### src/rtl/mexp_pkg.sv
// Package: operand width, microcode control word, opcodes and the sequencer program.
package mexp_pkg;

  localparam int OPERAND_WIDTH = 32;
  localparam int FIELD_WIDTH   = 32;
  localparam int PC_WIDTH      = 3;

  // Modulus used when the configured modulus is zero: arithmetic wraps at 2^W.
  localparam logic [OPERAND_WIDTH:0] WRAP_MODULUS = {1'b1, {OPERAND_WIDTH{1'b0}}};

  // Datapath operations
  localparam logic [1:0] OP_NONE    = 2'd0;
  localparam logic [1:0] OP_REDUCE  = 2'd1;  // base := base mod m
  localparam logic [1:0] OP_MUL_ACC = 2'd2;  // acc  := acc * base mod m
  localparam logic [1:0] OP_MUL_SQ  = 2'd3;  // base := base * base mod m

  // Jump conditions
  localparam logic [2:0] C_NEVER    = 3'd0;
  localparam logic [2:0] C_ALWAYS   = 3'd1;
  localparam logic [2:0] C_NO_INPUT = 3'd2;
  localparam logic [2:0] C_E_ZERO   = 3'd3;
  localparam logic [2:0] C_E_BIT0   = 3'd4;
  localparam logic [2:0] C_E_MORE   = 3'd5;
  localparam logic [2:0] C_OUT_FULL = 3'd6;

  // Step addresses
  localparam logic [PC_WIDTH-1:0] S_ACCEPT = 3'd0;
  localparam logic [PC_WIDTH-1:0] S_TEST_E = 3'd1;
  localparam logic [PC_WIDTH-1:0] S_REDUCE = 3'd2;
  localparam logic [PC_WIDTH-1:0] S_BIT    = 3'd3;
  localparam logic [PC_WIDTH-1:0] S_MULACC = 3'd4;
  localparam logic [PC_WIDTH-1:0] S_SQUARE = 3'd5;
  localparam logic [PC_WIDTH-1:0] S_EMIT   = 3'd6;
  localparam logic [PC_WIDTH-1:0] S_WRAP   = 3'd7;

  typedef struct packed {
    logic [1:0]          op;
    logic                in_ready;
    logic                load_out;
    logic                shift_e;
    logic [2:0]          cond;
    logic [PC_WIDTH-1:0] target;
  } mexp_cw_t;

  // Control store. A step with an operation holds until the multiplier is done,
  // then jumps to target if cond holds, else falls through.
  function automatic mexp_cw_t program_word(input logic [PC_WIDTH-1:0] pc);
    mexp_cw_t cw;
    cw = '{op: OP_NONE, in_ready: 1'b0, load_out: 1'b0, shift_e: 1'b0,
           cond: C_NEVER, target: S_ACCEPT};
    case (pc)
      S_ACCEPT: begin
        cw.in_ready = 1'b1;
        cw.cond     = C_NO_INPUT;
        cw.target   = S_ACCEPT;
      end
      S_TEST_E: begin
        cw.cond   = C_E_ZERO;
        cw.target = S_EMIT;
      end
      S_REDUCE: begin
        cw.op = OP_REDUCE;
      end
      S_BIT: begin
        cw.cond   = C_E_BIT0;
        cw.target = S_SQUARE;
      end
      S_MULACC: begin
        cw.op = OP_MUL_ACC;
      end
      S_SQUARE: begin
        cw.op      = OP_MUL_SQ;
        cw.shift_e = 1'b1;
        cw.cond    = C_E_MORE;
        cw.target  = S_BIT;
      end
      S_EMIT: begin
        cw.load_out = 1'b1;
        cw.cond     = C_OUT_FULL;
        cw.target   = S_EMIT;
      end
      S_WRAP: begin
        cw.cond   = C_ALWAYS;
        cw.target = S_ACCEPT;
      end
      default: begin
        cw.cond   = C_ALWAYS;
        cw.target = S_ACCEPT;
      end
    endcase
    return cw;
  endfunction

endpackage

### src/rtl/mexp_in_if.sv
// Interface: input channel carrying base and exponent items.
interface mexp_in_if;
  logic                              valid;
  logic                              ready;
  logic [mexp_pkg::FIELD_WIDTH-1:0]  base_value;
  logic [mexp_pkg::FIELD_WIDTH-1:0]  exponent;

  modport source (output valid, output base_value, output exponent, input ready);
  modport sink   (input valid, input base_value, input exponent, output ready);
endinterface

### src/rtl/mexp_out_if.sv
// Interface: output channel carrying power_result items.
interface mexp_out_if;
  logic                              valid;
  logic                              ready;
  logic [mexp_pkg::FIELD_WIDTH-1:0]  power_result;

  modport source (output valid, output power_result, input ready);
  modport sink   (input valid, input power_result, output ready);
endinterface

### src/rtl/modular_exponentiation_core.sv
// Top level: microcoded square-and-multiply modular exponentiation core.
//
// Channels: operand (sink) takes items of base_value and exponent; result
// (source) gives one power_result item per operand item. An item moves on a
// rising clk edge with valid and ready both high. modulus_write/modulus_data
// write the modulus register (low OPERAND_WIDTH bits used; zero means wrap
// at 2^OPERAND_WIDTH). Write it only while the core is idle.
//
// Sequence: a zero exponent goes from the accept step through the exponent
// test straight to the emit step. Otherwise the core reduces the base, then
// for each exponent bit up to the top set bit runs a test step, a multiply
// into the accumulator when the bit is set, and a squaring; the base reduction
// and each modular multiply are a bit-serial shift/add/subtract loop of one
// setup step and one step per operand bit. One item is in work at a time;
// operand.ready is high only in the accept step, which follows the emit and
// wrap steps.
//
// Reset (rst, synchronous): sequencer to the accept step, result register
// empty, modulus back to 1.
// Stall: the finished result sits in an output register; the core accepts
// and works on the next item meanwhile, and holds in its emit step only if
// that register is still full when the next result is ready.
module modular_exponentiation_core (
  input  logic                              clk,
  input  logic                              rst,
  mexp_in_if.sink                           operand,
  mexp_out_if.source                        result,
  input  logic                              modulus_write,
  input  logic [mexp_pkg::FIELD_WIDTH-1:0]  modulus_data
);

  localparam int W  = mexp_pkg::OPERAND_WIDTH;
  localparam int CW = $clog2(W);
  localparam logic [CW-1:0] LAST_BIT = CW'(W - 1);

  // Architectural registers
  logic [W-1:0] modulus;
  logic [W-1:0] base;
  logic [W-1:0] expo;
  logic [W-1:0] acc;

  // Sequencer
  logic [mexp_pkg::PC_WIDTH-1:0] pc;
  mexp_pkg::mexp_cw_t            cw;

  // Bit-serial multiplier state
  logic          mul_run;
  logic [CW-1:0] mcnt;
  logic [W-1:0]  a_sh;     // multiplier bits, MSB first
  logic [W-1:0]  r;        // partial remainder, always below the modulus

  // Output register
  logic         out_valid;
  logic [W-1:0] out_data;

  assign cw = mexp_pkg::program_word(pc);

  // Effective modulus, W+1 bits so a zero modulus reads as 2^W.
  logic [W:0] mod_ext;
  assign mod_ext = (modulus == '0) ? mexp_pkg::WRAP_MODULUS : {1'b0, modulus};

  // One interleaved step: r := (2r mod m + addend) mod m.
  logic         cur_bit;
  logic [W-1:0] x_op;
  logic [W-1:0] addend;
  logic [W:0]   dbl;
  logic [W:0]   dbl_red;
  logic [W:0]   sum;
  logic [W:0]   sum_red;
  logic [W-1:0] r_next;

  assign cur_bit = a_sh[W-1];
  assign x_op    = base;   // multiplicand is the current square in both multiplies

  always_comb begin
    // Reduction feeds the dividend bits straight in; multiplies add x when the bit is set.
    if (cw.op == mexp_pkg::OP_REDUCE) begin
      addend = W'(cur_bit);
    end else begin
      addend = cur_bit ? x_op : '0;
    end
    dbl     = {r, 1'b0};
    dbl_red = (dbl >= mod_ext) ? (dbl - mod_ext) : dbl;
    sum     = {1'b0, dbl_red[W-1:0]} + {1'b0, addend};
    sum_red = (sum >= mod_ext) ? (sum - mod_ext) : sum;
    r_next  = sum_red[W-1:0];
  end

  // Handshakes and step control
  logic in_fire;
  logic out_full;
  logic mul_last;
  logic op_busy;
  logic advance;
  logic cond_true;

  assign operand.ready = cw.in_ready;
  assign in_fire       = operand.valid && cw.in_ready;
  assign out_full      = out_valid && !result.ready;
  assign mul_last      = mul_run && (mcnt == LAST_BIT);
  assign op_busy       = (cw.op != mexp_pkg::OP_NONE) && !mul_last;
  assign advance       = !op_busy;

  always_comb begin
    case (cw.cond)
      mexp_pkg::C_NEVER:    cond_true = 1'b0;
      mexp_pkg::C_ALWAYS:   cond_true = 1'b1;
      mexp_pkg::C_NO_INPUT: cond_true = !in_fire;
      mexp_pkg::C_E_ZERO:   cond_true = (expo == '0);
      mexp_pkg::C_E_BIT0:   cond_true = !expo[0];
      mexp_pkg::C_E_MORE:   cond_true = (expo[W-1:1] != '0);
      mexp_pkg::C_OUT_FULL: cond_true = out_full;
      default:              cond_true = 1'b1;
    endcase
  end

  logic out_load;
  assign out_load = cw.load_out && !out_full;

  // Control state
  always_ff @(posedge clk) begin
    if (rst) begin
      pc        <= mexp_pkg::S_ACCEPT;
      mul_run   <= 1'b0;
      out_valid <= 1'b0;
      modulus   <= W'(1);
    end else begin
      if (modulus_write) begin
        modulus <= modulus_data[W-1:0];
      end
      if (advance) begin
        pc <= cond_true ? cw.target : pc + 1'b1;
      end
      if (cw.op != mexp_pkg::OP_NONE) begin
        mul_run <= !mul_last;
      end
      if (out_load) begin
        out_valid <= 1'b1;
      end else if (result.ready) begin
        out_valid <= 1'b0;
      end
    end
  end

  // Datapath registers
  always_ff @(posedge clk) begin
    if (in_fire) begin
      base <= operand.base_value[W-1:0];
      expo <= operand.exponent[W-1:0];
      acc  <= W'(1);
    end
    if (cw.op != mexp_pkg::OP_NONE) begin
      if (!mul_run) begin
        // setup cycle: load multiplier bits, clear the remainder
        a_sh <= (cw.op == mexp_pkg::OP_MUL_ACC) ? acc : base;
        r    <= '0;
        mcnt <= '0;
      end else begin
        a_sh <= {a_sh[W-2:0], 1'b0};
        r    <= r_next;
        mcnt <= mcnt + 1'b1;
        if (mul_last) begin
          if (cw.op == mexp_pkg::OP_MUL_ACC) begin
            acc <= r_next;
          end else begin
            base <= r_next;
          end
          if (cw.shift_e) begin
            expo <= {1'b0, expo[W-1:1]};
          end
        end
      end
    end
    if (out_load) begin
      out_data <= acc;
    end
  end

  assign result.valid        = out_valid;
  assign result.power_result = mexp_pkg::FIELD_WIDTH'(out_data);

endmodule

### src/flat_wrapper.sv
// flat-port wrapper written by rule: the top's interface ports become plain ports
module modular_exponentiation_core_flat 
  (clk, rst, modulus_write, modulus_data, operand_valid, operand_base_value, operand_exponent, operand_ready, result_valid, result_power_result, result_ready);
  mexp_in_if operand_i ();
  mexp_out_if result_i ();
  input  logic clk;
  input  logic rst;
  input  logic modulus_write;
  input  logic [mexp_pkg::FIELD_WIDTH-1:0] modulus_data;
  input wire logic [$bits(operand_i.valid)-1:0] operand_valid;
  input wire logic [$bits(operand_i.base_value)-1:0] operand_base_value;
  input wire logic [$bits(operand_i.exponent)-1:0] operand_exponent;
  output wire logic [$bits(operand_i.ready)-1:0] operand_ready;
  output wire logic [$bits(result_i.valid)-1:0] result_valid;
  output wire logic [$bits(result_i.power_result)-1:0] result_power_result;
  input wire logic [$bits(result_i.ready)-1:0] result_ready;
  assign operand_i.valid = operand_valid;
  assign operand_i.base_value = operand_base_value;
  assign operand_i.exponent = operand_exponent;
  assign operand_ready = operand_i.ready;
  assign result_valid = result_i.valid;
  assign result_power_result = result_i.power_result;
  assign result_i.ready = result_ready;
  modular_exponentiation_core u_core (.clk(clk), .rst(rst), .operand(operand_i), .result(result_i), .modulus_write(modulus_write), .modulus_data(modulus_data));
endmodule
### config.mk
export PLATFORM = sky130hd
export DESIGN_NAME = modular_exponentiation_core_flat
export DESIGN_NICKNAME = d
export VERILOG_FILES = /design/src/rtl/mexp_pkg.sv /design/src/rtl/mexp_in_if.sv /design/src/rtl/mexp_out_if.sv /design/src/rtl/modular_exponentiation_core.sv /design/src/flat_wrapper.sv
export SDC_FILE = /design/constraint.sdc
export NUM_CORES = 1
export LEC_CHECK = 0
export ABC_AREA = 1
export BUFFER_PORTS_ARGS = -buffer_cell sky130_fd_sc_hd__buf_2
export CAP_MARGIN = 20
export CELL_PAD_IN_SITES_DETAIL_PLACEMENT = 0
export CELL_PAD_IN_SITES_GLOBAL_PLACEMENT = 1
export CORE_MARGIN = 3
export CORE_UTILIZATION = 44
export DETAILED_ROUTE_END_ITERATION = 16
export PLACE_DENSITY = 0.8
export SLEW_MARGIN = 5
export SYNTH_ARGS = -nofsm -noshare
export SYNTH_HDL_FRONTEND = slang
export SYNTH_SLANG_ARGS = --single-unit
### constraint.sdc
create_clock -name clk -period 5.91 [get_ports clk]
set_clock_uncertainty 0.05 [all_clocks]
set_input_delay 0 -clock clk [delete_from_list [all_inputs] [get_ports clk]]
set_output_delay 0 -clock clk [all_outputs]
set_load 0.005 [all_outputs]
# Word level (Yosys, flattened, before mapping)
# Index checks and enable logic that the tools add are counted.
dict set report op_classes {
  n_addsub 5
  mux 31
  n_eq_ne 15
  n_lt_le_gt_ge 2
  reduce_logical 17
}
# cell n
set op_table {}
lappend op_table {{$mux 32} 21}
lappend op_table {{$ge 33x33->1} 2}
lappend op_table {{$logic_not 32->1} 2}
lappend op_table {{$sub 32x32->32} 2}
lappend op_table {{$pmux 6 s6} 1}
lappend op_table {{$add 32x32->33} 1}
lappend op_table {{$mux 33} 1}
lappend op_table {{$reduce_bool 31->1} 1}
lappend op_table {{$eq 3x3->1 const B} 7}
lappend op_table {{$eq 3x2->1 const B} 4}
lappend op_table {{$logic_not 3->1} 2}
lappend op_table {{$pmux 1 s6} 1}
lappend op_table {{$pmux 2 s3} 1}
lappend op_table {{$add 5x1->5 const B} 1}
lappend op_table {{$eq 5x5->1 const B} 1}
lappend op_table {{$logic_and 1x1->1} 5}
lappend op_table {{$logic_not 1->1} 5}
lappend op_table {{$mux 1} 5}
lappend op_table {{$reduce_bool 2->1} 2}
lappend op_table {{$add 3x1->3 const B} 1}
lappend op_table {{$eq 3x1->1 const B} 1}
lappend op_table {{$mux 3} 1}
lappend op_table {{$eq 2x1->1 const B} 1}
lappend op_table {{$eq 2x2->1 const B} 1}
dict set report totals {
  output_inout_bits 34
  regBits 234
}

# Logic depth before layout (Yosys ltp)
dict set report depth {
  depth_word 11
  mapped_depth 42
}

# Worst setup path after synthesis
# No wires, ideal clock.
dict set report synth_path {
  path_kind {register -> register}
  start {register u_core.modulus[1]}
  end {register u_core.r[23], data pin}
  path_stages_with_launch 37
  setup_ps 266
  setup_slack_ps 727
  t_arrival_ps 4867
  path_buffers 2
  cell_sequence {dfxtp_1 > inv_1 > nand4_1 > nor4_1 > nand2_1 > ha_1 > a21oi_1 > o21ai_0 > a21oi_1 > nand2_1 > nor2_1 > nand2_2 > inv_2 > buf_2 > nor2_1 > ha_1 > fa_1 > nand3_1 > nand3_1 > nand2_1 > nand2_1 > nand2_1 > nand2_1 > nand2_1 > nand2_1 > nand2_1 > nand2_1 > ha_1 > a21oi_1 > o21ai_0 > a21oi_1 > nand3_2 > inv_2 > buf_2 > nand4_1 > nand2_1 > nor2_1}
}
dict set report synth_via {
  elab_chain_cells 7
}
# element line_no
set synth_rtl {}
lappend synth_rtl {{start, declared} modular_exponentiation_core.sv:37} ;# logic [W-1:0] modulus;
lappend synth_rtl {{start signal, assigned} modular_exponentiation_core.sv:129} ;# modulus <= modulus_data[W-1:0];
lappend synth_rtl {{$logic_not 32->1} modular_exponentiation_core.sv:60} ;# assign mod_ext = (modulus == '0) ? mexp_pkg::WRAP_MODULUS : {1'b0, modulus};
lappend synth_rtl {{$mux 33 *} modular_exponentiation_core.sv:60}
lappend synth_rtl {{$sub 32x32->32 or $ge 33x33->1 (tied branches)} modular_exponentiation_core.sv:83} ;# dbl_red = (dbl >= mod_ext) ? (dbl - mod_ext) : dbl;
lappend synth_rtl {{$mux 32} modular_exponentiation_core.sv:83}
lappend synth_rtl {{$add 32x32->33} modular_exponentiation_core.sv:84} ;# sum = {1'b0, dbl_red[W-1:0]} + {1'b0, addend};
lappend synth_rtl {{$sub 32x32->32 or $ge 33x33->1 (tied branches)} modular_exponentiation_core.sv:85} ;# sum_red = (sum >= mod_ext) ? (sum - mod_ext) : sum;
lappend synth_rtl {{$mux 32 *} modular_exponentiation_core.sv:85}
lappend synth_rtl {{end signal, assigned} modular_exponentiation_core.sv:160} ;# r <= r_next;
lappend synth_rtl {{end, declared} modular_exponentiation_core.sv:50} ;# logic [W-1:0] r;
# Every way passes the cells marked *; elsewhere a longest branch is shown, timed or not.
# A chain may end at the register's enable or synchronous reset.

# Final worst setup path
dict set report layout_path {
  start {register u_core.r[14]}
  end {register u_core.acc[19]}
}
dict set report layout_via {
  elab_chain_cells 9
}
# element line_no
set layout_rtl {}
lappend layout_rtl {{$sub 32x32->32 or $ge 33x33->1 (tied branches)} modular_exponentiation_core.sv:83}
lappend layout_rtl {{$mux 32 *} modular_exponentiation_core.sv:83}
lappend layout_rtl {{$add 32x32->33 *} modular_exponentiation_core.sv:84}
lappend layout_rtl {{$sub 32x32->32 or $ge 33x33->1 (tied branches)} modular_exponentiation_core.sv:85}
lappend layout_rtl {{$mux 32 *} modular_exponentiation_core.sv:85}
lappend layout_rtl {{$mux 32 *} modular_exponentiation_core.sv:163} ;# if (cw.op == mexp_pkg::OP_MUL_ACC) begin
lappend layout_rtl {{$mux 32 *} modular_exponentiation_core.sv:162} ;# if (mul_last) begin
lappend layout_rtl {{$mux 32 *} modular_exponentiation_core.sv:153} ;# if (!mul_run) begin
lappend layout_rtl {{$mux 32 *} modular_exponentiation_core.sv:152} ;# if (cw.op != mexp_pkg::OP_NONE) begin
lappend layout_rtl {{end signal, assigned} modular_exponentiation_core.sv:164} ;# acc <= r_next;
lappend layout_rtl {{end, declared} modular_exponentiation_core.sv:40} ;# logic [W-1:0] acc;
# Marks and branches as above.

==> impl_results.md <==
- Drt first-iter violations: between 2000 and 2500
- Remaining global-route overflow: 0
- Num CTS Buffers: 26
- Largest cells by area after synthesis: nand2_1 (19%), edfxtp_1 (17%), dfxtp_1 (15%), inv_1 (8.7%), ha_1 (7.3%)
- Fin util: a little under two thirds
- Clock buffer depth: 3
- Largest family of logic cells by synthesized area: simple AND/OR/NAND/NOR gates
- CTS root buf: clkbuf_16
- Width of the chip: 208 µm
- Post-synthesis sequential area ratio: a little under a third
- Primary FF master, synth: dfxtp_1
- HP Class: in2reg
- Cell count after synthesis: ~2800
- Number of global-route vias before repair: 19596
- FMAX: 0.172 GHz
- I/O Pins: 135
- DP Cell Count: 3688
- Met2 Resource Use GR: between 50% and 60%
- Initial antenna violation count: 0
- XOR/XNOR Fraction of Synth Area: 2.20%
- R2R Setup Slk: 0.08 ns
- Hold-critical path endpoint: u_core.expo[31]$_DFF_P_
- Final Max Slew Viols: 0
- Fin nets: between 3000 and 4000
- Initial core utilization: 44.7%
- Via count: 20976
- Max_cap viols: 0
- Worst Path Max Fanout: 8
- Vias/cell: 5.39
- Critical Path AT: 6.21 ns
- Worst skew pair latency: 0.56 ns
- Post-synth EDFFs: between 100 and 150
- Most used cell, CP: nand2_1
- Worst reg2reg path endpoint: u_core.acc[19]$_DFF_P_
- Core Area: 40000 µm²
- # rows: 73
- Crit. End Element: flop
- Final std cells w/o fill: ~3900
- Cell area after layout: 25400 µm²
- Routed len/inst: 20.6 µm
- Multiplexer area fraction after synthesis: 0%
- Seq cells post-synth: 234
- Hold path cells: 5
- Period utilisation layout: 98.6%
- Layout cells sized above 1: 26.3%
- Synth warn: 0
- Ant diodes: 0
- Area Overhead vs Synth: 42.0%
- Worst r2r src: u_core.r[14]$_SDFFCE_PN0N_
- Final Hold Vio Count: 0
- Post-synth ARST share: 0%
- Worst slew margin: 28.4%
- Met3 Use GR: under 10%
- Yosys top cell by area: nand2_1
- Routed WL: 80000 µm
- Port bufs: ~130
- Die Height: 208 µm
- Worst reg-to-reg path cell count: 37
- Synth Cell Area: 17900 µm²
- GR peak layer: met2
- RSZ-0062 raised after global routing: true
- Die area: 43100 µm²
- Gr usage total: 34.6%
- Largest net degree at the start of global routing: 92
- Yosys cell types: 42
- # clock sinks: 234
- Antenna-violating nets left: 0
- Final setup viols: 0
- Critical path class: reg2reg
- Hold Startpoint: operand_valid
- Slowest CP cell: edfxtp_1
- Number of H-tree levels: 1
- Measured slew at the worst slew-check pin: 1.07 ns
- Critical path startpoint category: flop
- CP peak stage delay: approximately 0.52 ns
- CTS tree: done
- Simple-Gate Fraction of Synth Area: 34.0%
- Commonest non-fill, non-tap cell in the layout: nand2_1
- Syn Nets: 3007
- RePlAce Congestion: 1.06
- Status: completed
- Worst path required time: 6.29 ns
- Met1 Track Usage GR: 46.4%
- Post-DP Area: 21300 µm²
- Adder-Cell Fraction of Synth Area: under 10%
- Final critical-path setup slack: 0.0830 ns
- Min cycle time layout: about 6 ns
- Avg Synthesized Cell Area: 6.40 µm²
- # DRC: 0
- Yosys top cell area share: 18.6%
- Clk slew on worst S/H paths: approximately 0.06 ns
- Post-synthesis compound-gate area fraction: 13.2%
- Pre-antenna DRT Iters: 5
- Pre-CTS WS: -0.338 ns
- Most frequent cells in the layout: nand2_1 (784), inv_1 (400), buf_4 (334)
- DP HPWL: approximately 61000 µm
- First-pass GRT wire length: around 120000 µm
[final cells by class]
type                       instances  area (µm²)
clock buffer                      32         704
clock inverter                    16         195
fill                            3663       14600
inverter                         427        1630
multi-input combinational       2056       11800
sequential                       234        5700
tap                              525         657
timing repair buffer             600        4700
[logic make-up (layout without fill, tap and decap cells)]
logic type,after synthesis,count (layout)
simple gates,1447,1450
fa+ha+maj,108,108
buf+inv,511,1075
xor+xnor,45,45
flops,234,234
compound gates,453,453
[routing by layer]
layer | up-vias | share of wire [%]
met5 | - | 0
met2 | 886 | 44
met4 | 0 | 5.7
met1 | 9802 | 43
met3 | 210 | 7.9
li1 | 10078 | -
[cell usage after synthesis, types with 3 or more instances]
master and number:
clkbuf_1 51, fa_1 3, nand2_1 885, a21boi_0 4, a21oi_1 237, xor2_1 28, inv_1 415, or2_2 4
ha_1 105, o21ai_0 139, nor3_1 10, nand3_1 195, nand3_2 3, and3_1 6, edfxtp_1 101, nand4_1 34
nand2_2 5, xnor2_1 17, nor2_2 8, nor4_1 3, o21ai_1 24, nand3b_1 9, a21o_1 9, o21bai_1 6
buf_1 10, nor2_1 254, o22ai_1 31, and2_1 6, buf_2 19, inv_2 10, dfxtp_1 133, nand2_4 21
[worst max path at each step]
stage,start,to,slack (ns),cells after the start
floorplan,u_core.modulus[1]$_SDFFE_PP0P_,u_core.r[23]$_SDFFCE_PN0N_,0.73,36
global placement,u_core.modulus[12]$_SDFFE_PP0P_,u_core.r[25]$_SDFFCE_PN0N_,-0.36,38
detailed placement,u_core.modulus[12]$_SDFFE_PP0P_,u_core.r[25]$_SDFFCE_PN0N_,-0.34,38
CTS,u_core.modulus[12]$_SDFFE_PP0P_,u_core.base[14]$_DFF_P_,0.003,40
global route,u_core.modulus[0]$_SDFFE_PP1P_,u_core.r[25]$_SDFFCE_PN0N_,-0.14,40
finish,u_core.r[14]$_SDFFCE_PN0N_,u_core.acc[19]$_DFF_P_,0.08,37
[per-stage QoR]
| step | hold slack (ns) | TNS (ns) |
|---|---|---|
| 2_1_floorplan | 0.0191 | 0 |
| 3_3_place_gp | 0.199 | -24.10 |
| 3_5_place_dp | 0.212 | -20.77 |
| 4_1_cts | 0.133 | 0 |
| 5_1_grt | 0.241 | -6.04 |
| 6_report | 0.171 | 0 |
[sequential cells by signal, summed over array words and instances (netlist names)]
name,count
u_core.base,32
u_core.mul_run,1
u_core.pc,3
u_core.result.valid,1
u_core.mcnt,5
u_core.r,32
u_core.a_sh,32
u_core.expo,32
u_core.acc,32
u_core.result.power_result,32
u_core.modulus,32
[what timing repair did]
action,4_1_cts,5_1_grt
hold buffers,106,0
setup buffers,2,32
hold endpoints to repair,98,0
gates cloned,2,10
setup endpoints to repair,96,96
gates resized for setup,39,347
pin swaps,6,52
[critical path: cells and delay by family, from the launching register on]
family                   cells  cell delay, ns
AND/OR/NAND/NOR             25            2.95
adder cells (fa/ha/maj)      3            1.02
flip-flops                   1            0.52
buffers and inverters        7            0.87
AO/OA/AOI/OAI                2            0.28
Power is not shown: default switching activity piles up to over one toggle a cycle in this logic, so the estimate is an artifact.
